==> src/rtl/variable_partition_allocator_macros.svh <==
// ----------------------------------------------------------------------------
// variable partition allocator assertion macros
// concurrent checks used by the allocator rtl, empty when SYNTH is defined
// ----------------------------------------------------------------------------
`ifndef VARIABLE_PARTITION_ALLOCATOR_MACROS_SVH
`define VARIABLE_PARTITION_ALLOCATOR_MACROS_SVH
`ifndef SYNTH
// antecedent implies consequent in the same cycle
`define VPA_ASSERT_IMP(lbl, clk, rst, ante, cons) \
  lbl: assert property (@(posedge clk) disable iff (rst) (ante) |-> (cons)) \
    else $error("allocator check failed");
// antecedent implies consequent in the next cycle
`define VPA_ASSERT_NEXT(lbl, clk, rst, ante, cons) \
  lbl: assert property (@(posedge clk) disable iff (rst) (ante) |=> (cons)) \
    else $error("allocator check failed");
`else
`define VPA_ASSERT_IMP(lbl, clk, rst, ante, cons)
`define VPA_ASSERT_NEXT(lbl, clk, rst, ante, cons)
`endif
`endif

==> src/rtl/vpa_pkg.sv <==
// ----------------------------------------------------------------------------
// vpa_pkg
// shared types and codes of the variable partition allocator
// ----------------------------------------------------------------------------
package vpa_pkg;

  localparam int SIZE_W      = 20;
  localparam int OUT_ADDR_W  = 20;
  localparam int ID_W        = 16;
  localparam int POLICY_W    = 2;
  localparam int CFG_INDEX_W = 1;
  localparam int CFG_DATA_W  = 20;

  localparam logic [SIZE_W-1:0] TOTAL_RESET = 20'd65536;

  // register indexes
  localparam logic [CFG_INDEX_W-1:0] CFG_TOTAL  = 1'b0;
  localparam logic [CFG_INDEX_W-1:0] CFG_POLICY = 1'b1;

  // placement rules, anything else acts as worst fit
  localparam logic [POLICY_W-1:0] POL_FIRST = 2'd0;
  localparam logic [POLICY_W-1:0] POL_BEST  = 2'd1;
  localparam logic [POLICY_W-1:0] POL_WORST = 2'd2;
  localparam logic [POLICY_W-1:0] POL_SPARE = 2'd3;

  // request codes
  localparam logic OP_ALLOC = 1'b0;
  localparam logic OP_FREE  = 1'b1;

  typedef enum logic [2:0] {
    ST_OK       = 3'd0,
    ST_NOFIT    = 3'd1,
    ST_FULL     = 3'd2,
    ST_EXISTS   = 3'd3,
    ST_BADSIZE  = 3'd4,
    ST_NOTFOUND = 3'd5
  } status_t;

  // outcome of the table scan
  typedef enum logic [1:0] {
    DEC_DONE  = 2'd0,
    DEC_TAKE  = 2'd1,
    DEC_SPLIT = 2'd2,
    DEC_MERGE = 2'd3
  } dec_t;

  typedef struct packed {
    logic init_wr;
    logic start_scan;
    logic scan_step;
    logic decide;
    logic shift_step;
    logic tail_wr;
    logic take_wr;
    logic merge_step;
    logic flush_wr;
    logic load_out;
  } cmd_t;

  typedef struct packed {
    logic reinit;
    logic scan_done;
    logic shift_busy;
    dec_t dec;
    logic out_free;
  } stat_t;

endpackage

==> src/rtl/vpa_ctrl.sv <==
// ----------------------------------------------------------------------------
// vpa_ctrl
// sequencer for scan, shift, split and merge passes over the partition table
// ----------------------------------------------------------------------------
module vpa_ctrl (
  input  logic           clk,
  input  logic           rst,
  input  logic           in_valid,
  output logic           in_ready,
  input  vpa_pkg::stat_t stat,
  output vpa_pkg::cmd_t  cmd
);

  typedef enum logic [9:0] {
    S_INIT   = 10'b00_0000_0001,
    S_IDLE   = 10'b00_0000_0010,
    S_SCAN   = 10'b00_0000_0100,
    S_DECIDE = 10'b00_0000_1000,
    S_SHIFT  = 10'b00_0001_0000,
    S_TAIL   = 10'b00_0010_0000,
    S_TAKE   = 10'b00_0100_0000,
    S_MERGE  = 10'b00_1000_0000,
    S_FLUSH  = 10'b01_0000_0000,
    S_DONE   = 10'b10_0000_0000
  } state_t;

  state_t state, state_next;

  assign in_ready = (state == S_IDLE) && !stat.reinit;

  // next state and commands
  always_comb begin
    state_next = state;
    cmd        = '0;
    unique case (state)
      S_INIT: begin
        cmd.init_wr = 1'b1;
        state_next  = S_IDLE;
      end
      S_IDLE: begin
        if (stat.reinit) begin
          state_next = S_INIT;
        end else if (in_valid) begin
          cmd.start_scan = 1'b1;
          state_next     = S_SCAN;
        end
      end
      S_SCAN: begin
        cmd.scan_step = 1'b1;
        if (stat.scan_done) begin
          state_next = S_DECIDE;
        end
      end
      S_DECIDE: begin
        cmd.decide = 1'b1;
        unique case (stat.dec)
          vpa_pkg::DEC_DONE:  state_next = S_DONE;
          vpa_pkg::DEC_TAKE:  state_next = S_TAKE;
          vpa_pkg::DEC_SPLIT: state_next = S_SHIFT;
          vpa_pkg::DEC_MERGE: state_next = S_MERGE;
          default:            state_next = S_DONE;
        endcase
      end
      S_SHIFT: begin
        cmd.shift_step = 1'b1;
        if (!stat.shift_busy) begin
          state_next = S_TAIL;
        end
      end
      S_TAIL: begin
        cmd.tail_wr = 1'b1;
        state_next  = S_TAKE;
      end
      S_TAKE: begin
        cmd.take_wr = 1'b1;
        state_next  = S_DONE;
      end
      S_MERGE: begin
        cmd.merge_step = 1'b1;
        if (stat.scan_done) begin
          state_next = S_FLUSH;
        end
      end
      S_FLUSH: begin
        cmd.flush_wr = 1'b1;
        state_next   = S_DONE;
      end
      S_DONE: begin
        if (stat.out_free) begin
          cmd.load_out = 1'b1;
          state_next   = S_IDLE;
        end
      end
      default: state_next = S_IDLE;
    endcase
  end

  // state register
  always_ff @(posedge clk) begin
    if (rst) begin
      state <= S_IDLE;
    end else begin
      state <= state_next;
    end
  end

endmodule

==> config.mk <==
export PLATFORM = sky130hd
export DESIGN_NAME = vpa_ctrl
export DESIGN_NICKNAME = d
export VERILOG_FILES = /design/src/rtl/variable_partition_allocator_macros.svh /design/src/rtl/vpa_pkg.sv /design/src/rtl/vpa_ctrl.sv
export SDC_FILE = /design/constraint.sdc
export NUM_CORES = 1
export LEC_CHECK = 0
export BUFFER_PORTS_ARGS = -buffer_cell sky130_fd_sc_hd__buf_2
export CORE_UTILIZATION = 30
export CTS_CLUSTER_DIAMETER = 150
export CTS_CLUSTER_SIZE = 12
export DETAILED_ROUTE_END_ITERATION = 12
export PLACE_DENSITY = 0.5
export SYNTH_ARGS = -nofsm -noshare
export SYNTH_HDL_FRONTEND = slang
export SYNTH_SLANG_ARGS = --single-unit
==> constraint.sdc <==
create_clock -name clk -period 1.84 [get_ports clk]
set_clock_uncertainty 0.2 [all_clocks]
set_input_delay 0.368 -clock clk [delete_from_list [all_inputs] [get_ports clk]]
set_output_delay 0.368 -clock clk [all_outputs]
set_load 0.02 [all_outputs]
==> parameters.txt, run 1 <==
Parameter                              Value

Placed design
  Worst slack, placed ... -257 ps
  Detailed Place HPWL ... 1.76 mm
  Final weighted congestion of routability-driven global placement ... between 0.8 and 0.9
  Quantity of I/O buffers inserted on ports ... 19
  Area of placed instances ... between 0.001 and 0.0015 mm^2

STA
  Final worst slack ... -484 ps
  Post-Route Hold Slack ... between 80 and 90 ps
  Unrepaired setup endpoints after global routing ... true
  Hold violation count in the final report ... 0
  Max Clk Rate ... 0.430 GHz
  Tcrit/Tclk final ... 126%
  Setup Viol. Count Final ... 18
  Post-layout minimum cycle time ... between 2000 and 2500 ps
  Slew at the pin with the worst max-slew slack ... between 300 and 400 ps
  Worst relative slew slack ... between 70% and 80%
  Fin. max-slew vios ... 0

Finish
  Register with the most flip-flops ... state
  Number of antenna cells inserted ... 0
  Synth-to-Final Area Change ... 96.2%
  Registers with the most flip-flops ... state x10
  Layout net count ... 150
  Number of inserted filler cells in the final layout ... between 150 and 200
  Number of flip-flops in the largest register ... 10
  Share of layout cells above drive strength 1 ... 71.9%
  Final Cell Area ... between 0.001 and 0.0015 mm^2
  Final core area utilization ... 63.4%

Yosys
  Library cell with the largest summed area after synthesis ... sky130_fd_sc_hd__dfxtp_1
  Synth warn ... 0
  Synth Register Bits ... 10
  Register area share after synthesis ... approximately 28%
  Most numerous cell types in the synthesized netlist ... sky130_fd_sc_hd__dfxtp_1 (10), sky130_fd_sc_hd__nor4_1 (9), sky130_fd_sc_hd__nor2_1 (8)
  Share of cell area taken by muxes after synthesis ... 0%
  Count of flip-flops with a built-in enable after synthesis ... 0
  Async S/R FF share, synth ... 0%
  Share of synthesized cell area in and, or, nand and nor gates ... 48.9%
  Cells taking the most area after synthesis ... sky130_fd_sc_hd__dfxtp_1 (28%), sky130_fd_sc_hd__nor4_1 (7.8%), sky130_fd_sc_hd__or2_2 (4.3%)
  Share of Yosys cell area claimed by the top area cell type ... 27.7%
  Synth Area in Compound Gates ... between 10% and 20%
  Ys flop type ... sky130_fd_sc_hd__dfxtp_1
  Post-Syn Area per Cell ... roughly 8.3 um^2
  XOR/XNOR share of the synthesized area ... under 10%
  Cell count after synthesis ... 87
  Synthesized-area fraction occupied by adder cells ... 0%
  Most frequent cell after synthesis ... sky130_fd_sc_hd__dfxtp_1
  Largest family of logic cells by synthesized area ... simple AND/OR/NAND/NOR gates
  Synth unique cells ... 33
  Nets in the synthesized netlist ... 96
  Cell area after synthesis ... 722 um^2

Clock tree
  Clock tree from TritonCTS ... done
  Worst skew pair latency ... between 200 and 300 ps
  CTS buffer count ... 3
  Number of hold buffers added after CTS ... 0
  Reg clk slew, reported paths ... around 60 ps
  Total number of H-tree levels ... 1
  CTS Buffer Depth ... 2
  TritonCTS Sinks ... 10
  CTS root buf ... sky130_fd_sc_hd__clkbuf_4

Routing
  Final WL ... 2.30 mm
  Number of detailed-routing iterations run before antenna repair ... 4
  Detailed-route wire length per cell ... 13.8 um
  Total via count in the routed design ... around 870
  Number of violations reported at the end of detailed-routing iteration 0 ... 12
  Avg Vias per Cell ... 5.19
  DRT antenna net count ... 0
  DRC violation count after routing ... 0

Die
  Chip width ... just over 50 um
  Std-Cell Core Area ... between 0.002 and 0.0025 mm^2
  Initial Utilization ... between 30% and 40%
  Placement Rows ... 17
  IO Pins ... 20
  Area of the die ... 0.00261 mm^2
  Height of the chip ... 51.1 um

Critical path
  Stage delay of the slowest cell on the critical path ... about 380 ps
  Endpoint required time on the critical path ... 1270 ps
  Worst setup path class ... reg -> out
  Arrival time of data at the critical path endpoint ... approximately 1800 ps
  Cell repeated most along the worst path ... sky130_fd_sc_hd__or3_4
  Kind of capture point of the worst setup path ... output port
  Critical-path top delay cell ... sky130_fd_sc_hd__or3_4
  Ordered list of cells on the worst path ... or3_4 > or3_4 > nor4b_4 > buf_4
  CP Max Fanout ... 3
  Startpoint Class ... flop

Global route
  All-Layer GR Usage ... around 20%
  Largest net degree at the start of global routing ... 9
  First-pass GRT wire length ... ~4 mm
  Via count of the first global-routing pass ... between 800 and 900
  Antenna violations before repair ... 0
  Total overflow reported by the global router ... 0

Status
  Failing checks ... negative setup slack
  Outcome ... finished with violations

Pwr
  Total power per unit cell area ... 460 mW/mm^2
  Max IR drop VDD ... about 530 uV
  Pleak ... between 0.5 and 0.6 nW

Run
  Max-cap violations ... 0

Worst hold path
  Tightest Hold Check Type ... in -> reg
-- routing by layer --
| metal | global-route usage [%] | part of all wire (%) | vias to the layer above |
|---|---|---|---|
| met2 | 34.0 | 51 | 17 |
| met5 | 0 | 0 | - |
| met1 | 26.4 | 45 | 404 |
| li1 | - | - | 440 |
| met4 | 8.33 | 1.3 | 0 |
| met3 | 1.79 | 2.8 | 6 |
-- where the power goes --
group          internal (mW)  total (mW)  switching (mW)
clock network         0.0754       0.147          0.0711
logic                  0.145       0.273           0.128
registers              0.224       0.232         0.00844
total                  0.445       0.652           0.207
-- cell usage in the layout, fill, tap and decap left out, types with 2 or more instances in the layout --
| cell | instances |
|---|---|
| sky130_fd_sc_hd__a21oi_2 | 2 |
| sky130_fd_sc_hd__buf_6 | 13 |
| sky130_fd_sc_hd__nand3b_1 | 2 |
| sky130_fd_sc_hd__dfxtp_1 | 2 |
| sky130_fd_sc_hd__or2_2 | 4 |
| sky130_fd_sc_hd__dfxtp_2 | 8 |
| sky130_fd_sc_hd__inv_1 | 4 |
| sky130_fd_sc_hd__or3b_4 | 2 |
| sky130_fd_sc_hd__xor2_1 | 2 |
| sky130_fd_sc_hd__o21ai_0 | 4 |
| sky130_fd_sc_hd__nand2b_1 | 3 |
| sky130_fd_sc_hd__nor4_2 | 3 |
| sky130_fd_sc_hd__clkbuf_4 | 3 |
| sky130_fd_sc_hd__a21o_1 | 2 |
| sky130_fd_sc_hd__buf_2 | 8 |
| sky130_fd_sc_hd__a21oi_1 | 2 |
| sky130_fd_sc_hd__nor4_1 | 3 |
| sky130_fd_sc_hd__buf_4 | 29 |
| sky130_fd_sc_hd__nor2_4 | 4 |
| sky130_fd_sc_hd__or4_4 | 2 |
| sky130_fd_sc_hd__or3_4 | 2 |
| sky130_fd_sc_hd__nor4_4 | 6 |
| sky130_fd_sc_hd__nor4b_4 | 2 |
| sky130_fd_sc_hd__nor2_1 | 3 |
| sky130_fd_sc_hd__o211ai_1 | 2 |
| sky130_fd_sc_hd__nor3b_2 | 2 |
-- metrics by stage --
step                      instances  setup TNS [ps]  total power [mW]
after detailed placement        158           -2050             0.435
after global placement          158           -1770             0.432
after floorplan                  87            -882             0.348
final                           167           -5160             0.652
after global routing            167           -6370             0.688
after CTS                       165           -4730             0.632
-- path summary, 6_finish.rpt --
check | from | end | slack (ps) | depth (start not counted)
max | state[5]$_SDFFE_PP0P_ | cmd[1] | -480 | 4
min | stat[3] | state[5]$_SDFFE_PP0P_ | 90 | 2
max reg2reg | state[8]$_SDFFE_PP0P_ | state[2]$_SDFFE_PP0P_ | -280 | 8
min reg2reg | state[7]$_SDFFE_PP0P_ | state[7]$_SDFFE_PP0P_ | 460 | 3
-- cells by family after synthesis --
group | count (synthesis)
DFF | 10
buffers and inverters | 7
AOI/OAI and AO/OA | 17
xor gates and xnor gates | 3
and+or+nand+nor | 50
-- cell type report --
cell class	count	area [um^2]	share of cell area, %
inverters	5	18.8	1.33
clock buffers	3	22.5	1.59
multi-input cells	70	706	49.8
repair buffers	51	424	29.9
well taps	28	35.0	2.47
flip-flops and latches	10	210	14.8
-- critical path: cells and delay by family, from the launching register on --
kind,cells,cell delay [ps]
flops,1,320
simple gates,3,990
buf+inv,1,170
-- repair_timing --
item	CTS	global route
resized for setup	33	18
endpoints found under the setup margin	19	21
pin swaps	16	17
buffers inserted	5	4
(Power assumes the default switching activity.)
==> run 2, diff against run 1 <==
Settings changed: PLACE_DENSITY 0.5 to 0.54.
==> parameters.txt, run 2 (same netlist as run 1, synthesis figures left out) <==
Parameter                              Value

Die
  Initial Utilization ... between 30% and 40%
  Placement Rows ... 17
  Height of the chip ... between 50 and 60 um
  Chip width ... about 51 um
  Area of the die ... between 0.002 and 0.003 mm^2
  Std-Cell Core Area ... about 0.0022 mm^2
  IO Pins ... 20

Finish
  Number of inserted filler cells in the final layout ... roughly 210
  Registers with the most flip-flops ... state x10
  Register with the most flip-flops ... state
  Synth-to-Final Area Change ... 91.0%
  Layout net count ... roughly 150
  Final non-filler cell total ... 170
  Number of flip-flops in the largest register ... 10
  Most common library cell in the layout ignoring fill and taps ... sky130_fd_sc_hd__buf_4
  Commonest non-fill, non-tap cells in the layout ... sky130_fd_sc_hd__buf_4 (34), sky130_fd_sc_hd__buf_6 (10), sky130_fd_sc_hd__buf_2 (9)
  Share of layout cells above drive strength 1 ... between 60% and 70%
  Number of antenna cells inserted ... 0

Critical path
  Arrival time of data at the critical path endpoint ... around 1800 ps
  Startpoint Class ... flop
  FF-to-FF setup slack ... -250 ps
  Worst setup path class ... reg -> out
  Startpoint of the worst register-to-register path ... state[1]$_SDFFE_PP1P_
  CP Max Fanout ... 3
  Capture point of the worst path ... cmd[1]
  Kind of capture point of the worst setup path ... output port
  Worst r2r dst ... state[1]$_SDFFE_PP1P_
  Endpoint required time on the critical path ... between 1000 and 1500 ps
  Depth of the most critical reg-to-reg path ... 7
  Worst setup path startpoint ... state[5]$_SDFFE_PP0P_

Clock tree
  Total number of H-tree levels ... 1
  Worst skew pair latency ... around 260 ps
  TritonCTS Sinks ... 10
  CTS root buf ... sky130_fd_sc_hd__clkbuf_4
  Reg clk slew, reported paths ... ~60 ps
  CTS buffer count ... 3
  CTS Buffer Depth ... 2
  Number of hold buffers added after CTS ... 0
  Clock tree from TritonCTS ... done

STA
  Setup Viol. Count Final ... 19
  Unrepaired setup endpoints after global routing ... true
  Worst relative slew slack ... 74.0%
  Post-layout minimum cycle time ... 2330 ps
  TNS Setup ... -4970 ps
  Fin. max-slew vios ... 0
  Max Clk Rate ... ~0.43 GHz
  Final worst slack ... -491 ps
  Tcrit/Tclk final ... 127%
  Hold violation count in the final report ... 0
  Slew at the pin with the worst max-slew slack ... roughly 390 ps

Routing
  Avg Vias per Cell ... approximately 5.1
  Met3 WL ... about 54 um
  DRT antenna net count ... 0
  Total via count in the routed design ... roughly 860
  Final WL ... between 2 and 2.5 mm
  DRC violation count after routing ... 0
  Number of violations reported at the end of detailed-routing iteration 0 ... 8
  Met2 layer wire length in the routed design ... between 1 and 1.5 mm
  Detailed-routing wirelength on met1 ... between 1 and 1.5 mm
  Number of detailed-routing iterations run before antenna repair ... 3
  Top routing layer used ... met4
  Detailed-route wire length per cell ... ~13 um

Pwr
  Pleak ... around 0.57 nW
  Total power per unit cell area ... 465 mW/mm^2
  Max IR drop VDD ... ~430 uV

Placed design
  Detailed Place HPWL ... around 1.8 mm
  Placed Instances ... 161
  Worst slack, placed ... -265 ps
  Final weighted congestion of routability-driven global placement ... approximately 0.8
  Quantity of I/O buffers inserted on ports ... 19

Status
  Failing checks ... negative setup slack
  Outcome ... finished with violations

Global route
  Largest net degree at the start of global routing ... 9
  Via count of the first global-routing pass ... ~840
  Antenna violations before repair ... 0
  All-Layer GR Usage ... a little over 20%
  Total overflow reported by the global router ... 0
  First-pass GRT wire length ... between 3 and 4 mm

Run
  Max-cap violations ... 0

Worst hold path
  Tightest Hold Check Type ... in -> reg
-- run 2: final cells by class --
type                    count  area, um^2  area share [%]
repair buffers             54         433            31.4
inverters                   5        18.8            1.36
flip-flops and latches     10         209            15.2
multi-input cells          70         661            47.9
clock buffers               3        22.5            1.63
well taps                  28        35.0            2.54
-- run 2: through the flow --
step	power, mW	cell area [um^2]	util, %	hold WS (ps)
after floorplan	0.348	815	-	236
after global placement	0.435	1150	51.7	354
after detailed placement	0.440	1150	51.7	356
after CTS	0.648	1360	60.7	80.0
after global routing	0.678	1380	61.7	73.8
final	0.641	1380	61.7	79.4
-- run 2: worst min-delay path by stage --
stage	cells after the start	start	slack [ps]	endpoint
after floorplan	1	stat[3]	240	state[5]$_SDFFE_PP0P_
after global placement	2	stat[3]	350	state[5]$_SDFFE_PP0P_
after detailed placement	2	stat[3]	360	state[5]$_SDFFE_PP0P_
after CTS	2	stat[3]	80	state[5]$_SDFFE_PP0P_
after global routing	2	stat[3]	70	state[5]$_SDFFE_PP0P_
final	2	stat[3]	80	state[5]$_SDFFE_PP0P_
-- run 2: critical path, stage by stage (launching register included) --
cell and delay, ps:
sky130_fd_sc_hd__dfxtp_2 330, sky130_fd_sc_hd__or3_4 380, sky130_fd_sc_hd__or3_4 370, sky130_fd_sc_hd__nor4b_4 250, sky130_fd_sc_hd__buf_4 170
-- run 2: power by group --
group	internal, mW	switching, mW	leakage [nW]
clock	0.0753	0.0694	0.0138
sequential	0.224	0.00939	0.0840
combinational	0.146	0.117	0.467
-- run 2: per-layer routing --
metal  global-route usage (%)  vias up
met1                     26.0      407
met3                     1.79        2
met2                     34.9       15
met5                        0        -
met4                     10.6        0
li1                         -      440
-- run 2: repair_timing --
| action | CTS | global route |
|---|---|---|
| endpoints found under the setup margin | 21 | 21 |
| pin swaps | 18 | 11 |
| buffers inserted | 8 | 5 |
| resized for setup | 33 | 7 |
